==> config.mk <==
export PLATFORM = sky130hd
export DESIGN_NAME = polyline_segment_angle_snap
export DESIGN_NICKNAME = d
export VERILOG_FILES = /design/src/rtl/psas_pkg.sv /design/src/rtl/psas_cordic.sv /design/src/rtl/polyline_segment_angle_snap.sv
export VERILOG_INCLUDE_DIRS = /design/src /design/src/rtl
export SDC_FILE = /design/constraint.sdc
export NUM_CORES = 2
export LEC_CHECK = 0
export BUFFER_PORTS_ARGS = -buffer_cell sky130_fd_sc_hd__clkbuf_2
export CAP_MARGIN = 20
export CORE_ASPECT_RATIO = 1.4
export CORE_MARGIN = 4
export CORE_UTILIZATION = 45
export CTS_CLUSTER_SIZE = 14
export DETAILED_ROUTE_END_ITERATION = 12
export PLACE_DENSITY_LB_ADDON = 0.05
export SETUP_SLACK_MARGIN = 0.05
export SKIP_LAST_GASP = 1
export SLEW_MARGIN = 20
export SYNTH_ARGS = -nofsm -noshare
export SYNTH_HDL_FRONTEND = slang
export SYNTH_SLANG_ARGS = --single-unit
==> constraint.sdc <==
create_clock -name i_clk -period 17.6 [get_ports i_clk]
set_input_delay 3.52 -clock i_clk [delete_from_list [all_inputs] [get_ports i_clk]]
set_output_delay 3.52 -clock i_clk [all_outputs]
set_load 0.01 [all_outputs]
==> src/rtl/polyline_segment_angle_snap_macros.svh <==
// assertion helpers for the segment angle snap block
`ifndef POLYLINE_SEGMENT_ANGLE_SNAP_MACROS_SVH
`define POLYLINE_SEGMENT_ANGLE_SNAP_MACROS_SVH

// property that must hold on every clock edge out of reset
`define PSAS_ASSERT_ALWAYS(label, prop, msg) \
    label: assert property (@(posedge i_clk) disable iff (!i_rst_n) (prop)) else $error(msg);

// implication checked on every clock edge out of reset
`define PSAS_ASSERT_IMPL(label, ante, cons, msg) \
    label: assert property (@(posedge i_clk) disable iff (!i_rst_n) (ante) |-> (cons)) \
        else $error(msg);

`endif

==> src/rtl/psas_pkg.sv <==
package psas_pkg;

    // fine angles in 1/65536 degree
    localparam int unsigned ATAN_DEPTH = 32;
    localparam logic signed [25:0] FINE_180 = 26'sd11796480;
    localparam logic signed [25:0] FINE_90  = 26'sd5898240;
    localparam logic signed [17:0] COARSE_180 = 18'sd46080;
    localparam logic [31:0] INV_K = 32'd2608131496;

    // datapath width: 33 bit difference, 16 guard bits, cordic growth
    localparam int unsigned VW = 52;
    localparam int unsigned ZW = 27;

    typedef logic signed [VW-1:0] t_vec;
    typedef logic signed [ZW-1:0] t_ang;

    // arctangent table, atan(2^-i) in 1/65536 degree
    function automatic t_ang atan_lut(input logic [4:0] idx);
        t_ang r;
        r = '0;
        case (idx)
            5'd0:  r = 27'sd2949120;
            5'd1:  r = 27'sd1740967;
            5'd2:  r = 27'sd919879;
            5'd3:  r = 27'sd466945;
            5'd4:  r = 27'sd234379;
            5'd5:  r = 27'sd117304;
            5'd6:  r = 27'sd58666;
            5'd7:  r = 27'sd29335;
            5'd8:  r = 27'sd14668;
            5'd9:  r = 27'sd7334;
            5'd10: r = 27'sd3667;
            5'd11: r = 27'sd1833;
            5'd12: r = 27'sd917;
            5'd13: r = 27'sd458;
            5'd14: r = 27'sd229;
            5'd15: r = 27'sd115;
            5'd16: r = 27'sd57;
            5'd17: r = 27'sd29;
            5'd18: r = 27'sd14;
            5'd19: r = 27'sd7;
            5'd20: r = 27'sd4;
            5'd21: r = 27'sd2;
            5'd22: r = 27'sd1;
            default: r = '0;
        endcase
        return r;
    endfunction

    // control from sequencer into the cordic unit
    typedef struct packed {
        logic load;
        logic step;
        logic rotate;
    } t_cordic_ctrl;

endpackage

==> src/rtl/psas_cordic.sv <==
module psas_cordic (
    input  logic                  i_clk,
    input  psas_pkg::t_cordic_ctrl i_ctrl,
    input  logic [4:0]            i_shift,
    input  psas_pkg::t_vec        i_x,
    input  psas_pkg::t_vec        i_y,
    input  psas_pkg::t_ang        i_z,
    output psas_pkg::t_vec        o_x,
    output psas_pkg::t_vec        o_y,
    output psas_pkg::t_ang        o_z
);

    psas_pkg::t_vec r_x, r_y, n_x, n_y, sx, sy;
    psas_pkg::t_ang r_z, n_z, a;
    logic dir;

    // one shared micro-rotation per cycle
    always_comb begin
        sx  = r_x >>> i_shift;
        sy  = r_y >>> i_shift;
        a   = psas_pkg::atan_lut(i_shift);
        dir = i_ctrl.rotate ? !r_z[psas_pkg::ZW-1] : r_y[psas_pkg::VW-1];
        n_x = r_x; n_y = r_y; n_z = r_z;
        if (i_ctrl.load) begin
            n_x = i_x; n_y = i_y; n_z = i_z;
        end else if (i_ctrl.step) begin
            if (dir) begin
                n_x = r_x - sy; n_y = r_y + sx; n_z = r_z - a;
            end else begin
                n_x = r_x + sy; n_y = r_y - sx; n_z = r_z + a;
            end
        end
    end

    always_ff @(posedge i_clk) begin
        r_x <= n_x;
        r_y <= n_y;
        r_z <= n_z;
    end

    assign o_x = r_x;
    assign o_y = r_y;
    assign o_z = r_z;

endmodule

==> src/rtl/polyline_segment_angle_snap.sv <==
// Segment angle snap. One vertex is taken, then the block is busy. A snapped vertex
// makes two passes of one shared CORDIC micro-rotation unit, vectoring then rotation,
// at one shift-add step a cycle. Between the passes come a grid compare against each
// of the four grid angles, the threshold check and the load of the rotation pass.
// Then the two 1/K multiplies run, each as high and low halves on one multiplier,
// and last come the output state and the return to idle. An unsnapped vertex skips
// the rotation pass and the multiplies; a first or zero-length vertex goes straight
// to the output. The result sits in an output register. While it waits, the input
// is stalled, since the next vertex depends on its anchor.
module polyline_segment_angle_snap #(
    parameter int CORDIC_STEPS = 24
) (
    input  logic               i_clk,
    input  logic               i_rst_n,
    input  logic               i_valid,
    output logic               o_stall,
    input  logic signed [31:0] i_point_x,
    input  logic signed [31:0] i_point_y,
    input  logic               i_first_point,
    input  logic               i_cfg_we,
    input  logic [1:0]         i_cfg_index,
    input  logic [16:0]        i_cfg_data,
    output logic               o_valid,
    input  logic               i_stall,
    output logic signed [31:0] o_out_x,
    output logic signed [31:0] o_out_y,
    output logic               o_snapped,
    output logic [1:0]         o_grid_index
);

`include "polyline_segment_angle_snap_macros.svh"

    localparam logic [1:0] CFG_OVR = 2'd0;
    localparam logic [1:0] CFG_BASE = 2'd1;
    localparam logic [1:0] CFG_THR = 2'd2;

    localparam logic [3:0] S_IDLE = 4'd0;
    localparam logic [3:0] S_VEC  = 4'd1;
    localparam logic [3:0] S_GRID = 4'd2;
    localparam logic [3:0] S_PICK = 4'd3;
    localparam logic [3:0] S_ROT  = 4'd4;
    localparam logic [3:0] S_MULX = 4'd5;
    localparam logic [3:0] S_MULY = 4'd6;
    localparam logic [3:0] S_SUM  = 4'd7;
    localparam logic [3:0] S_OUT  = 4'd8;
    localparam logic [3:0] S_VLD  = 4'd9;
    localparam logic [3:0] S_MULX2 = 4'd10;
    localparam logic [3:0] S_MULY2 = 4'd11;

    localparam int SW = $clog2(CORDIC_STEPS + 1);

    // configuration registers
    logic               r_ovr;
    logic signed [16:0] r_base;
    logic [15:0]        r_thr;

    always_ff @(posedge i_clk) begin
        if (!i_rst_n) begin
            r_ovr  <= 1'b0;
            r_base <= '0;
            r_thr  <= 16'd2560;
        end else if (i_cfg_we) begin
            unique case (i_cfg_index)
                CFG_OVR:  r_ovr  <= i_cfg_data[0];
                CFG_BASE: r_base <= i_cfg_data;
                CFG_THR:  r_thr  <= i_cfg_data[15:0];
                default:  ;
            endcase
        end
    end

    logic [3:0]         r_state;
    logic [SW-1:0]      r_cnt;
    logic [1:0]         r_g;
    logic signed [31:0] r_ax, r_ay, r_px, r_py;
    logic               r_av, r_fold;
    psas_pkg::t_vec     r_vx, r_vy;
    psas_pkg::t_ang     r_orient, r_delta;
    logic [25:0]        r_mind;
    logic [1:0]         r_best;
    logic [63:0]        r_prod;
    logic signed [31:0] r_ox, r_oy;
    logic               r_osn, r_ovld;
    logic [1:0]         r_oidx;

    psas_pkg::t_cordic_ctrl ctrl;
    psas_pkg::t_vec         c_x, c_y, ld_x, ld_y;
    psas_pkg::t_ang         c_z, ld_z;

    logic accept;
    assign accept = i_valid && !o_stall;
    assign o_stall = (r_state != S_IDLE) || (r_ovld && i_stall);

    // segment difference and fold
    logic signed [32:0] dx, dy;
    assign dx = 33'(i_point_x) - 33'(r_ax);
    assign dy = 33'(i_point_y) - 33'(r_ay);

    // grid angle reduced into [0,180) coarse degrees
    logic signed [17:0] graw, goff, gred;
    always_comb begin
        unique case (r_g)
            2'd0: goff = 18'sd0;
            2'd1: goff = 18'sd23040;
            2'd2: goff = 18'sd11520;
            default: goff = -18'sd11520;
        endcase
        graw = (r_ovr ? 18'(r_base) : 18'sd0) + goff;
        // range is (-2*180, 2*180): at most two corrections
        gred = graw;
        if (gred >= psas_pkg::COARSE_180) gred = gred - psas_pkg::COARSE_180;
        if (gred < 0) gred = gred + psas_pkg::COARSE_180;
        if (gred >= psas_pkg::COARSE_180) gred = gred - psas_pkg::COARSE_180;
        if (gred < 0) gred = gred + psas_pkg::COARSE_180;
    end

    // distance of orientation to current grid angle
    psas_pkg::t_ang go, diff, ang_dist;
    assign go = psas_pkg::t_ang'({gred, 8'd0});
    always_comb begin
        diff = (r_orient > go) ? r_orient - go : go - r_orient;
        ang_dist = (diff < 27'(psas_pkg::FINE_90)) ? diff : 27'(psas_pkg::FINE_180) - diff;
    end

    // shared 1/K multiplier: magnitude split into high and low parts
    logic signed [52:0] mval;
    logic [52:0]        mmag;
    logic [63:0]        mprod;
    assign mval = (r_state == S_MULX || r_state == S_MULX2) ? 53'(c_x) : 53'(c_y);
    assign mmag = mval[52] ? 53'(-mval) : mval;
    // high part at most 33 bits, low part 20 bits
    assign mprod = (r_state == S_MULX || r_state == S_MULY) ?
        64'(mmag[52:20]) * 64'(psas_pkg::INV_K) :
        64'(mmag[19:0]) * 64'(psas_pkg::INV_K);

    logic signed [52:0] mres, rnd;
    logic [63:0] hsum;
    assign hsum = r_prod + (mprod >> 20);
    assign mres = mval[52] ^ r_fold ? -53'(hsum >> 12) : 53'(hsum >> 12);
    assign rnd  = (mres + 53'sd32768) >>> 16;

    logic signed [33:0] sumv;
    assign sumv = 34'(r_state == S_MULY2 ? r_ay : r_ax) + 34'(rnd);
    logic signed [31:0] satv;
    always_comb begin
        if (sumv > 34'sd2147483647) satv = 32'sh7fffffff;
        else if (sumv < -34'sd2147483648) satv = 32'sh80000000;
        else satv = sumv[31:0];
    end

    // cordic unit control
    always_comb begin
        ctrl = '0;
        ctrl.rotate = (r_state == S_ROT);
        ld_x = r_vx; ld_y = r_vy; ld_z = '0;
        if (r_state == S_PICK) begin
            ctrl.load = 1'b1;
            ld_z = r_delta;
        end
        if ((r_state == S_VEC || r_state == S_ROT) && r_cnt != SW'(CORDIC_STEPS))
            ctrl.step = 1'b1;
        if (r_state == S_IDLE) ctrl.load = 1'b1;
        if (r_state == S_IDLE) begin
            ld_x = (dx[32] ? -psas_pkg::t_vec'(dx) : psas_pkg::t_vec'(dx)) <<< 16;
            ld_y = (dx[32] ? -psas_pkg::t_vec'(dy) : psas_pkg::t_vec'(dy)) <<< 16;
        end
    end

    psas_cordic u_cordic (
        .i_clk  (i_clk),
        .i_ctrl (ctrl),
        .i_shift(5'(r_cnt)),
        .i_x    (ld_x),
        .i_y    (ld_y),
        .i_z    (ld_z),
        .o_x    (c_x),
        .o_y    (c_y),
        .o_z    (c_z)
    );

    // sequencer
    always_ff @(posedge i_clk) begin
        if (!i_rst_n) begin
            r_state <= S_IDLE;
            r_av    <= 1'b0;
            r_ax    <= '0;
            r_ay    <= '0;
            r_ovld  <= 1'b0;
            r_cnt   <= '0;
        end else begin
            if (r_ovld && !i_stall) r_ovld <= 1'b0;
            unique case (r_state)
                S_IDLE: begin
                    r_cnt <= '0;
                    if (accept) begin
                        r_px <= i_point_x;
                        r_py <= i_point_y;
                        r_fold <= dx[32];
                        r_vx <= (dx[32] ? -psas_pkg::t_vec'(dx) : psas_pkg::t_vec'(dx)) <<< 16;
                        r_vy <= (dx[32] ? -psas_pkg::t_vec'(dy) : psas_pkg::t_vec'(dy)) <<< 16;
                        if (i_first_point || !r_av || (dx == 0 && dy == 0)) begin
                            r_state <= S_OUT;
                        end else begin
                            r_state <= S_VEC;
                        end
                    end
                end
                S_VEC: begin
                    if (r_cnt == SW'(CORDIC_STEPS)) begin
                        r_orient <= c_z[psas_pkg::ZW-1] ?
                            c_z + 27'(psas_pkg::FINE_180) : c_z;
                        r_g <= 2'd0;
                        r_mind <= 26'(psas_pkg::FINE_180);
                        r_best <= 2'd0;
                        r_delta <= '0;
                        r_state <= S_GRID;
                    end else begin
                        r_cnt <= r_cnt + 1'b1;
                    end
                end
                S_GRID: begin
                    if (26'(ang_dist) < r_mind) begin
                        r_mind <= 26'(ang_dist);
                        r_best <= r_g;
                        r_delta <= go - r_orient;
                    end
                    r_g <= r_g + 2'd1;
                    if (r_g == 2'd3) r_state <= S_SUM;
                end
                S_SUM: begin
                    // threshold check and delta wrap
                    if (!r_ovr && (r_mind > 26'({r_thr, 8'd0}))) begin
                        r_state <= S_OUT;
                    end else begin
                        if (r_delta >= 27'(psas_pkg::FINE_90))
                            r_delta <= r_delta - 27'(psas_pkg::FINE_180);
                        else if (r_delta < -27'(psas_pkg::FINE_90))
                            r_delta <= r_delta + 27'(psas_pkg::FINE_180);
                        r_state <= S_PICK;
                    end
                end
                S_PICK: begin
                    r_cnt <= '0;
                    r_state <= S_ROT;
                end
                S_ROT: begin
                    if (r_cnt == SW'(CORDIC_STEPS)) r_state <= S_MULX;
                    else r_cnt <= r_cnt + 1'b1;
                end
                S_MULX: begin
                    r_prod <= mprod;
                    r_state <= S_MULX2;
                end
                S_MULX2: begin
                    r_ox <= satv;
                    r_state <= S_MULY;
                end
                S_MULY: begin
                    r_prod <= mprod;
                    r_state <= S_MULY2;
                end
                S_MULY2: begin
                    r_oy <= satv;
                    r_state <= S_VLD;
                end
                S_OUT: begin
                    r_ox <= r_px;
                    r_oy <= r_py;
                    r_osn <= 1'b0;
                    r_oidx <= 2'd0;
                    r_ax <= r_px;
                    r_ay <= r_py;
                    r_av <= 1'b1;
                    r_ovld <= 1'b1;
                    r_state <= S_IDLE;
                end
                S_VLD: begin
                    r_osn <= 1'b1;
                    r_oidx <= r_best;
                    r_ax <= r_ox;
                    r_ay <= r_oy;
                    r_av <= 1'b1;
                    r_ovld <= 1'b1;
                    r_state <= S_IDLE;
                end
                default: r_state <= S_IDLE;
            endcase
        end
    end

    assign o_valid = r_ovld;
    assign o_out_x = r_ox;
    assign o_out_y = r_oy;
    assign o_snapped = r_osn;
    assign o_grid_index = r_oidx;

    // checks
    `PSAS_ASSERT_IMPL(a_busy_stall, r_state != S_IDLE, o_stall, "busy but not stalled")
    `PSAS_ASSERT_IMPL(a_idx_zero, o_valid && !o_snapped, o_grid_index == 2'd0, "index without snap")
    `PSAS_ASSERT_IMPL(a_out_anchor, $rose(o_valid), o_out_x == r_ax && o_out_y == r_ay, "anchor mismatch")
    `PSAS_ASSERT_ALWAYS(a_cnt_range, r_cnt <= SW'(CORDIC_STEPS), "step count overrun")

endmodule

Yosys cells after proc, flatten, opt, wreduce, memory -nomap -nowiden
Memories as Yosys holds them, arrays and structs flattened. A register that Yosys moved wholly into a read port is not among the register bits.
Index checks and enable logic that the tools add are counted.
{ "totals": {"wordCells": 215, "ff_bits": 590, "inputBits": 89, "out_inout_bits": 69, "romBits": 704, "memories": 1} }
{ "memory_table": {"columns": ["memory", "words", "word_bits", "read_ports", "rd_clocked_by_memory_dff", "write_ports", "line", "rtl"], "rows": [
  ["(name not given)", 32, 22, 1, 1, 0, "psas_pkg.sv:21", "case (idx)"]
]} }
{ "op_classes": {"n_addsub": 28, "eq_ne": 26, "n_shift": 2, "muxes": 66, "bitwise_logic": 1, "multipliers": 2, "n_reduce_logical": 49, "n_lt_le_gt_ge": 12} }
{ "ops": {"columns": ["operator", "count"], "rows": [
  ["$mux W52", 8],
  ["$mux W27", 10],
  ["$pmux W32 S2", 4],
  ["$mux W53", 2],
  ["$add A52 B52 Y52", 2],
  ["$mux W26", 4],
  ["$sshr A52 B5 Y52", 2],
  ["$sub A52 B52 Y52", 2],
  ["$mux W18", 5],
  ["$pmux W27 S3", 1],
  ["$sub A27 B27 Y27", 3],
  ["$mux W36", 2],
  ["$neg A33 Y36", 2],
  ["$logic_not A33 Y1", 2],
  ["$sub A32 B32 Y33", 2],
  ["$mux W32", 2],
  ["$mux W64", 1],
  ["$add A62 B44 Y62", 1],
  ["$mul A33 B29 Y61 const B", 1],
  ["$add A27 B25 Y27 const B", 2],
  ["$lt A27 B24 Y1 const B", 2],
  ["$pmux W18 S3", 1],
  ["$neg A53 Y53", 1],
  ["$pmux W26 S2", 1],
  ["other kinds (55)", 123]
]} }

Logic depth before layout (Yosys ltp)
{ "depth": {"word_depth": 18, "ltp_mapped": 91, "ltp_nobuf": 83} }

By module
From an unflattened synthesis, not the netlist that was laid out.
{ "unflattened": {"hier_cells": 9910, "area_unflattened_um2": 88823.9} }
{ "modules_own_cells": {"columns": ["module", "n_inst", "area_each_um2", "seq_area_each_um2", "cells_per_inst"], "rows": [
  ["polyline_segment_angle_snap", 1, 64723.3, 12602.1, 7064],
  ["psas_cordic", 1, 24100.6, 3933.8, 2846]
]} }

Least setup slack after synthesis
No wires, ideal clock.
{ "synth_path": {"path_type": "register to register", "from": "register r_state[2]", "to": "register r_oy[11] (netlist: o_out_y[11]), data pin", "slack_ns": -1.692, "path_buffers": 8, "setup_time_ns": 0.146, "t_arrival_ns": 19.146, "path_stages_with_launch": 86, "synth_period_minus_slack_ns": 19.292, "t_required_ns": 17.454, "path_cell_list": "dfxtp_1 clkbuf_1 nand2b_1 nor2_1 a22oi_1 mux2i_1 nand3_1 nor2b_1 nand3b_1 o21bai_1 o21bai_1 nor2_1 and3_1 clkbuf_1 nand2_1 o21ai_0 xor2_1 ha_1 [50 not listed] mux2i_1 a21oi_1 xnor2_1 ha_1 nor2_1 a31oi_1 o211ai_1 a21boi_0 o21a_1 o21ai_0 nand2b_1 a21oi_1 xnor2_1 and2_1 clkbuf_1 clkbuf_1 o21ai_1 a21oi_1"} }
{ "synth_via": {"elab_chain_cells": 16, "elab_cells_between_ends": 25, "classes_between": "add/sub (5); mul (2); order compare (2); eq/ne (5); mux (8); bitwise (1); reduce/logical (2)"} }
{ "synth_rtl": {"columns": ["element", "line", "rtl"], "rows": [
  ["start: declaration", "polyline_segment_angle_snap.sv:72", "logic [3:0] r_state;"],
  ["start signal: assignment", "polyline_segment_angle_snap.sv:184", "r_state <= S_IDLE;"],
  ["start signal: assignment", "polyline_segment_angle_snap.sv:202", "r_state <= S_OUT;"],
  ["start signal: assignment", "polyline_segment_angle_snap.sv:204", "r_state <= S_VEC;"],
  ["$eq A4 B3 Y1 / $eq A4 B4 Y1 (equally long branches)", "polyline_segment_angle_snap.sv:129, polyline_segment_angle_snap.sv:132", null],
  ["$logic_or A1 B1 Y1", "polyline_segment_angle_snap.sv:129", "assign mval = (r_state == S_MULX || r_state == S_MULX2) ? 53'(c_x) : 53'(c_y);"],
  ["$mux W53", "polyline_segment_angle_snap.sv:129", null],
  ["$neg A53 Y53", "polyline_segment_angle_snap.sv:130", "assign mmag = mval[52] ? 53'(-mval) : mval;"],
  ["$mux W53", "polyline_segment_angle_snap.sv:130", null],
  ["$mul A33 B29 Y61", "polyline_segment_angle_snap.sv:133", "64'(mmag[52:20]) * 64'(psas_pkg::INV_K) :"],
  ["$mux W64 (*)", "polyline_segment_angle_snap.sv:132", "assign mprod = (r_state == S_MULX || r_state == S_MULY) ?"],
  ["via mprod[55]", "polyline_segment_angle_snap.sv:128", "logic [63:0] mprod;"],
  ["$add A62 B44 Y62 (*)", "polyline_segment_angle_snap.sv:138", "assign hsum = r_prod + (mprod >> 20);"],
  ["$neg A50 Y50", "polyline_segment_angle_snap.sv:139", "assign mres = mval[52] ^ r_fold ? -53'(hsum >> 12) : 53'(hsum >> 12);"],
  ["$mux W50 (*)", "polyline_segment_angle_snap.sv:139", null],
  ["$add A50 B17 Y50 (*)", "polyline_segment_angle_snap.sv:140", "assign rnd = (mres + 53'sd32768) >>> 16;"],
  ["$add A34 B34 Y34 (*)", "polyline_segment_angle_snap.sv:143", "assign sumv = 34'(r_state == S_MULY2 ? r_ay : r_ax) + 34'(rnd);"],
  ["$lt A34 B32 Y1", "polyline_segment_angle_snap.sv:147", "else if (sumv < -34'sd2147483648) satv = 32'sh80000000;"],
  ["$mux W32", "polyline_segment_angle_snap.sv:147", null],
  ["$mux W32 (*)", "polyline_segment_angle_snap.sv:146", "if (sumv > 34'sd2147483647) satv = 32'sh7fffffff;"],
  ["$pmux W32 S2 (*)", "polyline_segment_angle_snap.sv:192", "unique case (r_state)"],
  ["end signal: assignment", "polyline_segment_angle_snap.sv:263", "r_oy <= satv;"],
  ["end signal: assignment", "polyline_segment_angle_snap.sv:268", "r_oy <= r_py;"],
  ["end: declaration", "polyline_segment_angle_snap.sv:82", "logic signed [31:0] r_ox, r_oy;"]
]} }
The timed path passes the listed nets; every way through them passes the cells marked *.
A chain may end at the register's enable or synchronous reset.

Worst setup path after layout
{ "layout_path": {"from": "register r_state[2]", "to": "register r_ox[29] (netlist: o_out_x[29]), data pin"} }
{ "layout_via": {"elab_chain_cells": 16, "elab_cells_between_ends": 25, "classes_between": "add/sub (5); mul (2); order compare (2); eq/ne (5); mux (8); bitwise (1); reduce/logical (2)"} }
{ "layout_rtl": {"columns": ["element", "line", "rtl"], "rows": [
  ["$eq A4 B3 Y1 / $eq A4 B4 Y1 (equally long branches)", "polyline_segment_angle_snap.sv:129, polyline_segment_angle_snap.sv:132", null],
  ["$logic_or A1 B1 Y1", "polyline_segment_angle_snap.sv:129", null],
  ["$mux W53", "polyline_segment_angle_snap.sv:129", null],
  ["$neg A53 Y53", "polyline_segment_angle_snap.sv:130", null],
  ["$mux W53", "polyline_segment_angle_snap.sv:130", null],
  ["$mul A33 B29 Y61", "polyline_segment_angle_snap.sv:133", null],
  ["$mux W64 (*)", "polyline_segment_angle_snap.sv:132", null],
  ["via mprod[59]", "polyline_segment_angle_snap.sv:128", null],
  ["$add A62 B44 Y62 (*)", "polyline_segment_angle_snap.sv:138", null],
  ["$neg A50 Y50", "polyline_segment_angle_snap.sv:139", null],
  ["$mux W50 (*)", "polyline_segment_angle_snap.sv:139", null],
  ["$add A50 B17 Y50 (*)", "polyline_segment_angle_snap.sv:140", null],
  ["$add A34 B34 Y34 (*)", "polyline_segment_angle_snap.sv:143", null],
  ["$lt A34 B32 Y1", "polyline_segment_angle_snap.sv:147", null],
  ["$mux W32", "polyline_segment_angle_snap.sv:147", null],
  ["$mux W32 (*)", "polyline_segment_angle_snap.sv:146", null],
  ["$pmux W32 S2 (*)", "polyline_segment_angle_snap.sv:192", null],
  ["end signal: assignment", "polyline_segment_angle_snap.sv:255", "r_ox <= satv;"],
  ["end signal: assignment", "polyline_segment_angle_snap.sv:267", "r_ox <= r_px;"],
  ["end: declaration", "polyline_segment_angle_snap.sv:82", null]
]} }
Marked as above.

==> impl_results.md <==
- CTS HTree Levels: 3
- Fmax: ~0.057 GHz
- Global-route wire length before repair: 489000 um
- Clk buf depth: 3
- RSZ-0062 raised after global routing: true
- Clock-pin slew on the worst setup and hold paths: around 0.06 ns
- CP dominant cell by count: buf_4
- Cell row count: around 190
- CTS Sinks: ~610
- Vias per std cell: approximately 5.6
- CTS Hold Buffers Added: 0
- Final hold violation count: 0
- Largest net degree at the start of global routing: 148
- Post-route ant nets: 0
- CP max-delay cell: fa_1
- WP data required: 18.04 ns
- Core Area: between 0.15 and 0.2 mm2
- Largest stage delay on the critical path: 0.57 ns
- Post-synth EDFFs: 478
- Worst Path Max Fanout: 11
- Worst Setup End Kind: flip-flop
- Total wire length: around 330000 um
- FILL cells: 17700
- Synth unique cells: 99
- Mapped Cells: 9716
- Synth Warn #: 0
- Final Net Count: about 13000
- Final setup fails: 0
- Startpoint types: flip-flop
- Vias in the first global route: between 70000 and 80000
- Top_reg_cell synth: edfxtp_1
- Final clock skew: slightly above 0.09 ns
- FF+latch area: 0.0170 mm2
- Routability Congestion: ~0.97
- Final worst-path cycle share: 0.993
- Die Width: about 380 um
- Outcome: finished, final reports clean
- Most common library cell in the layout ignoring fill and taps: buf_4
- Cell area after synthesis: 0.0858 mm2
- Relative slew slack: 0.112
- Initial antenna violation count: 5
- Io pins: 158
- Residual DRC: 0
- Die Y: about 520 um
- Max-cap viol count: 0
- Post-DP HPWL: about 280000 um
- Clk_lat worst skew: 0.74 ns
- Worst Hold Depth: 2
- Mean Syn Cell Area: between 8 and 9 um2
- Total GRT Usage: 0.327
- Drt wl/cell: between 20 and 25 um
- Area Growth Syn to Fin: 22.6%
- DRT iter0 DRCs: ~5400
- Hold Slack: between 0.4 and 0.5 ns
- TritonRoute pass-1 iters: 9
- FF+latch count, synth: 609
- Worst Path Class, Setup: flip-flop to flip-flop
- Crit path DAT: 17.92 ns
- Post-synth ARST share: 0
- Sequential area share after synthesis: 0.198
- Port Buf Inserts: 157
- Area of the multi-input gates: roughly 0.065 mm2
- Grt total ovfl: 0
- Share of cells above drive strength 1: 0.215
- Root Buffer: clkbuf_16
- Most frequent cells in the layout: buf_4, inv_1, ha_1, nand2_1
- CTS tree: yes
- Via count: 76400
- HP Class: flip-flop to flip-flop
- Final slew viol count: 0
- R2R depth: slightly above 80
- Initial Util: 0.453
- Final min period: 17.48 ns
- Die footprint: 0.198 mm2
- Clock buffer count from CTS: 74
- Tightest Pin Transition: between 1 and 1.5 ns
[critical path, delay by kind of cell, from the launching register on]
family / cells / cell delay [ns]
flops: 1 / 0.32
simple gates: 21 / 4.28
mux: 1 / 0.39
fa+ha+maj: 11 / 5.06
xor+xnor: 4 / 0.55
buf+inv: 23 / 2.87
compound gates: 23 / 3.67
[per-stage QoR]
step | cells | worst slack (ns) | setup TNS, ns | instance area [um2] | util
finish | 13600 | 0.123 | 0 | 105000 | 0.555
global route | 13600 | -0.678 | -40.91 | 105000 | 0.555
CTS | 13600 | 0.0217 | 0 | 103000 | 0.546
detailed placement | 13400 | -1.04 | -63.75 | 99300 | 0.524
global placement | 13400 | -0.790 | -48.28 | 99300 | 0.524
floorplan | 9729 | 0.0684 | 0 | 86200 | -
[Yosys cell counts, types with 19 or more instances]
cell,n,area (um2)
and2_1,94,588
or3_1,73,457
clkbuf_1,266,998
nand2b_1,104,651
o31ai_1,49,368
and3_1,86,538
a211oi_1,64,480
dfxtp_1,131,2620
a21boi_0,66,495
a211o_1,21,184
ha_1,946,11800
inv_1,1393,5230
nand2_1,877,3290
a21oi_2,22,193
a21o_1,190,1430
nor3_1,175,876
o211a_1,76,761
xor2_1,267,2340
fa_1,719,14400
mux2_2,29,327
buf_2,21,105
a21oi_1,570,2850
mux2i_1,224,2240
mux4_2,86,1940
buf_1,48,180
nor2b_1,74,463
nand3b_1,19,143
nor2_1,717,2690
nand4_1,69,432
nor3b_1,22,165
xnor2_1,422,3700
a31oi_1,127,795
or2_2,40,250
o21ai_1,37,185
edfxtp_1,478,14400
nand3_1,142,711
nor4_1,26,163
o211ai_1,39,293
o21bai_1,61,458
a221oi_1,25,219
o21ai_0,467,2340
o21a_1,74,556
[layer usage]
layer / vias to the layer above / share of wire / global-route usage
li1: 36000 / - / -
met1: 37500 / 0.38 / 0.373
met2: 2101 / 0.50 / 0.576
met3: 753 / 0.045 / 0.0374
met4: 2 / 0.084 / 0.218
met5: - / 0.000039 / 0
[path summary, 6_finish.rpt]
kind	from	to	slack (ns)
hold reg to reg	r_base[11]	r_base[11]	0.46
setup / recovery	r_state[2]	o_out_x[29]	0.12
setup reg to reg	r_state[2]	o_out_x[29]	0.12
hold / removal	r_base[11]	r_base[11]	0.46
[timing repair]
item                                    4_1_cts  5_1_grt
setup buffers                                71       61
endpoints found under the setup margin       64       64
gates resized for setup                     230      255
pin swaps                                   113      165
gates cloned                                  2        4
[flip-flops by register name (all words and copies together) (netlist names), 32 cells and up]
name,cells
r_prod,59
u_cordic.o_x,52
u_cordic.o_y,52
r_vx,36
r_vy,36
o_out_x,32
o_out_y,32
r_ax,32
r_ay,32
r_px,32
r_py,32
[layout make-up]
class                      count  area share
antenna                        3   0.0000714
clock buffer                  99      0.0195
clock inverter                36     0.00375
inverter                    1398      0.0500
multi-input combinational   7371       0.615
sequential                   609       0.162
tap                         2483      0.0295
timing repair buffer        1649       0.120
[logic make-up after synthesis]
logic type,synth area share
adders and majority gates,0.306
DFF,0.198
xor gates and xnor gates,0.0706
muxes,0.0525
other,0.0000876
buffers and inverters,0.0777
and+or+nand+nor,0.140
AOI/OAI and AO/OA,0.155
Power is not shown: default switching activity piles up to over one toggle a cycle in this logic, so the estimate is an artifact.
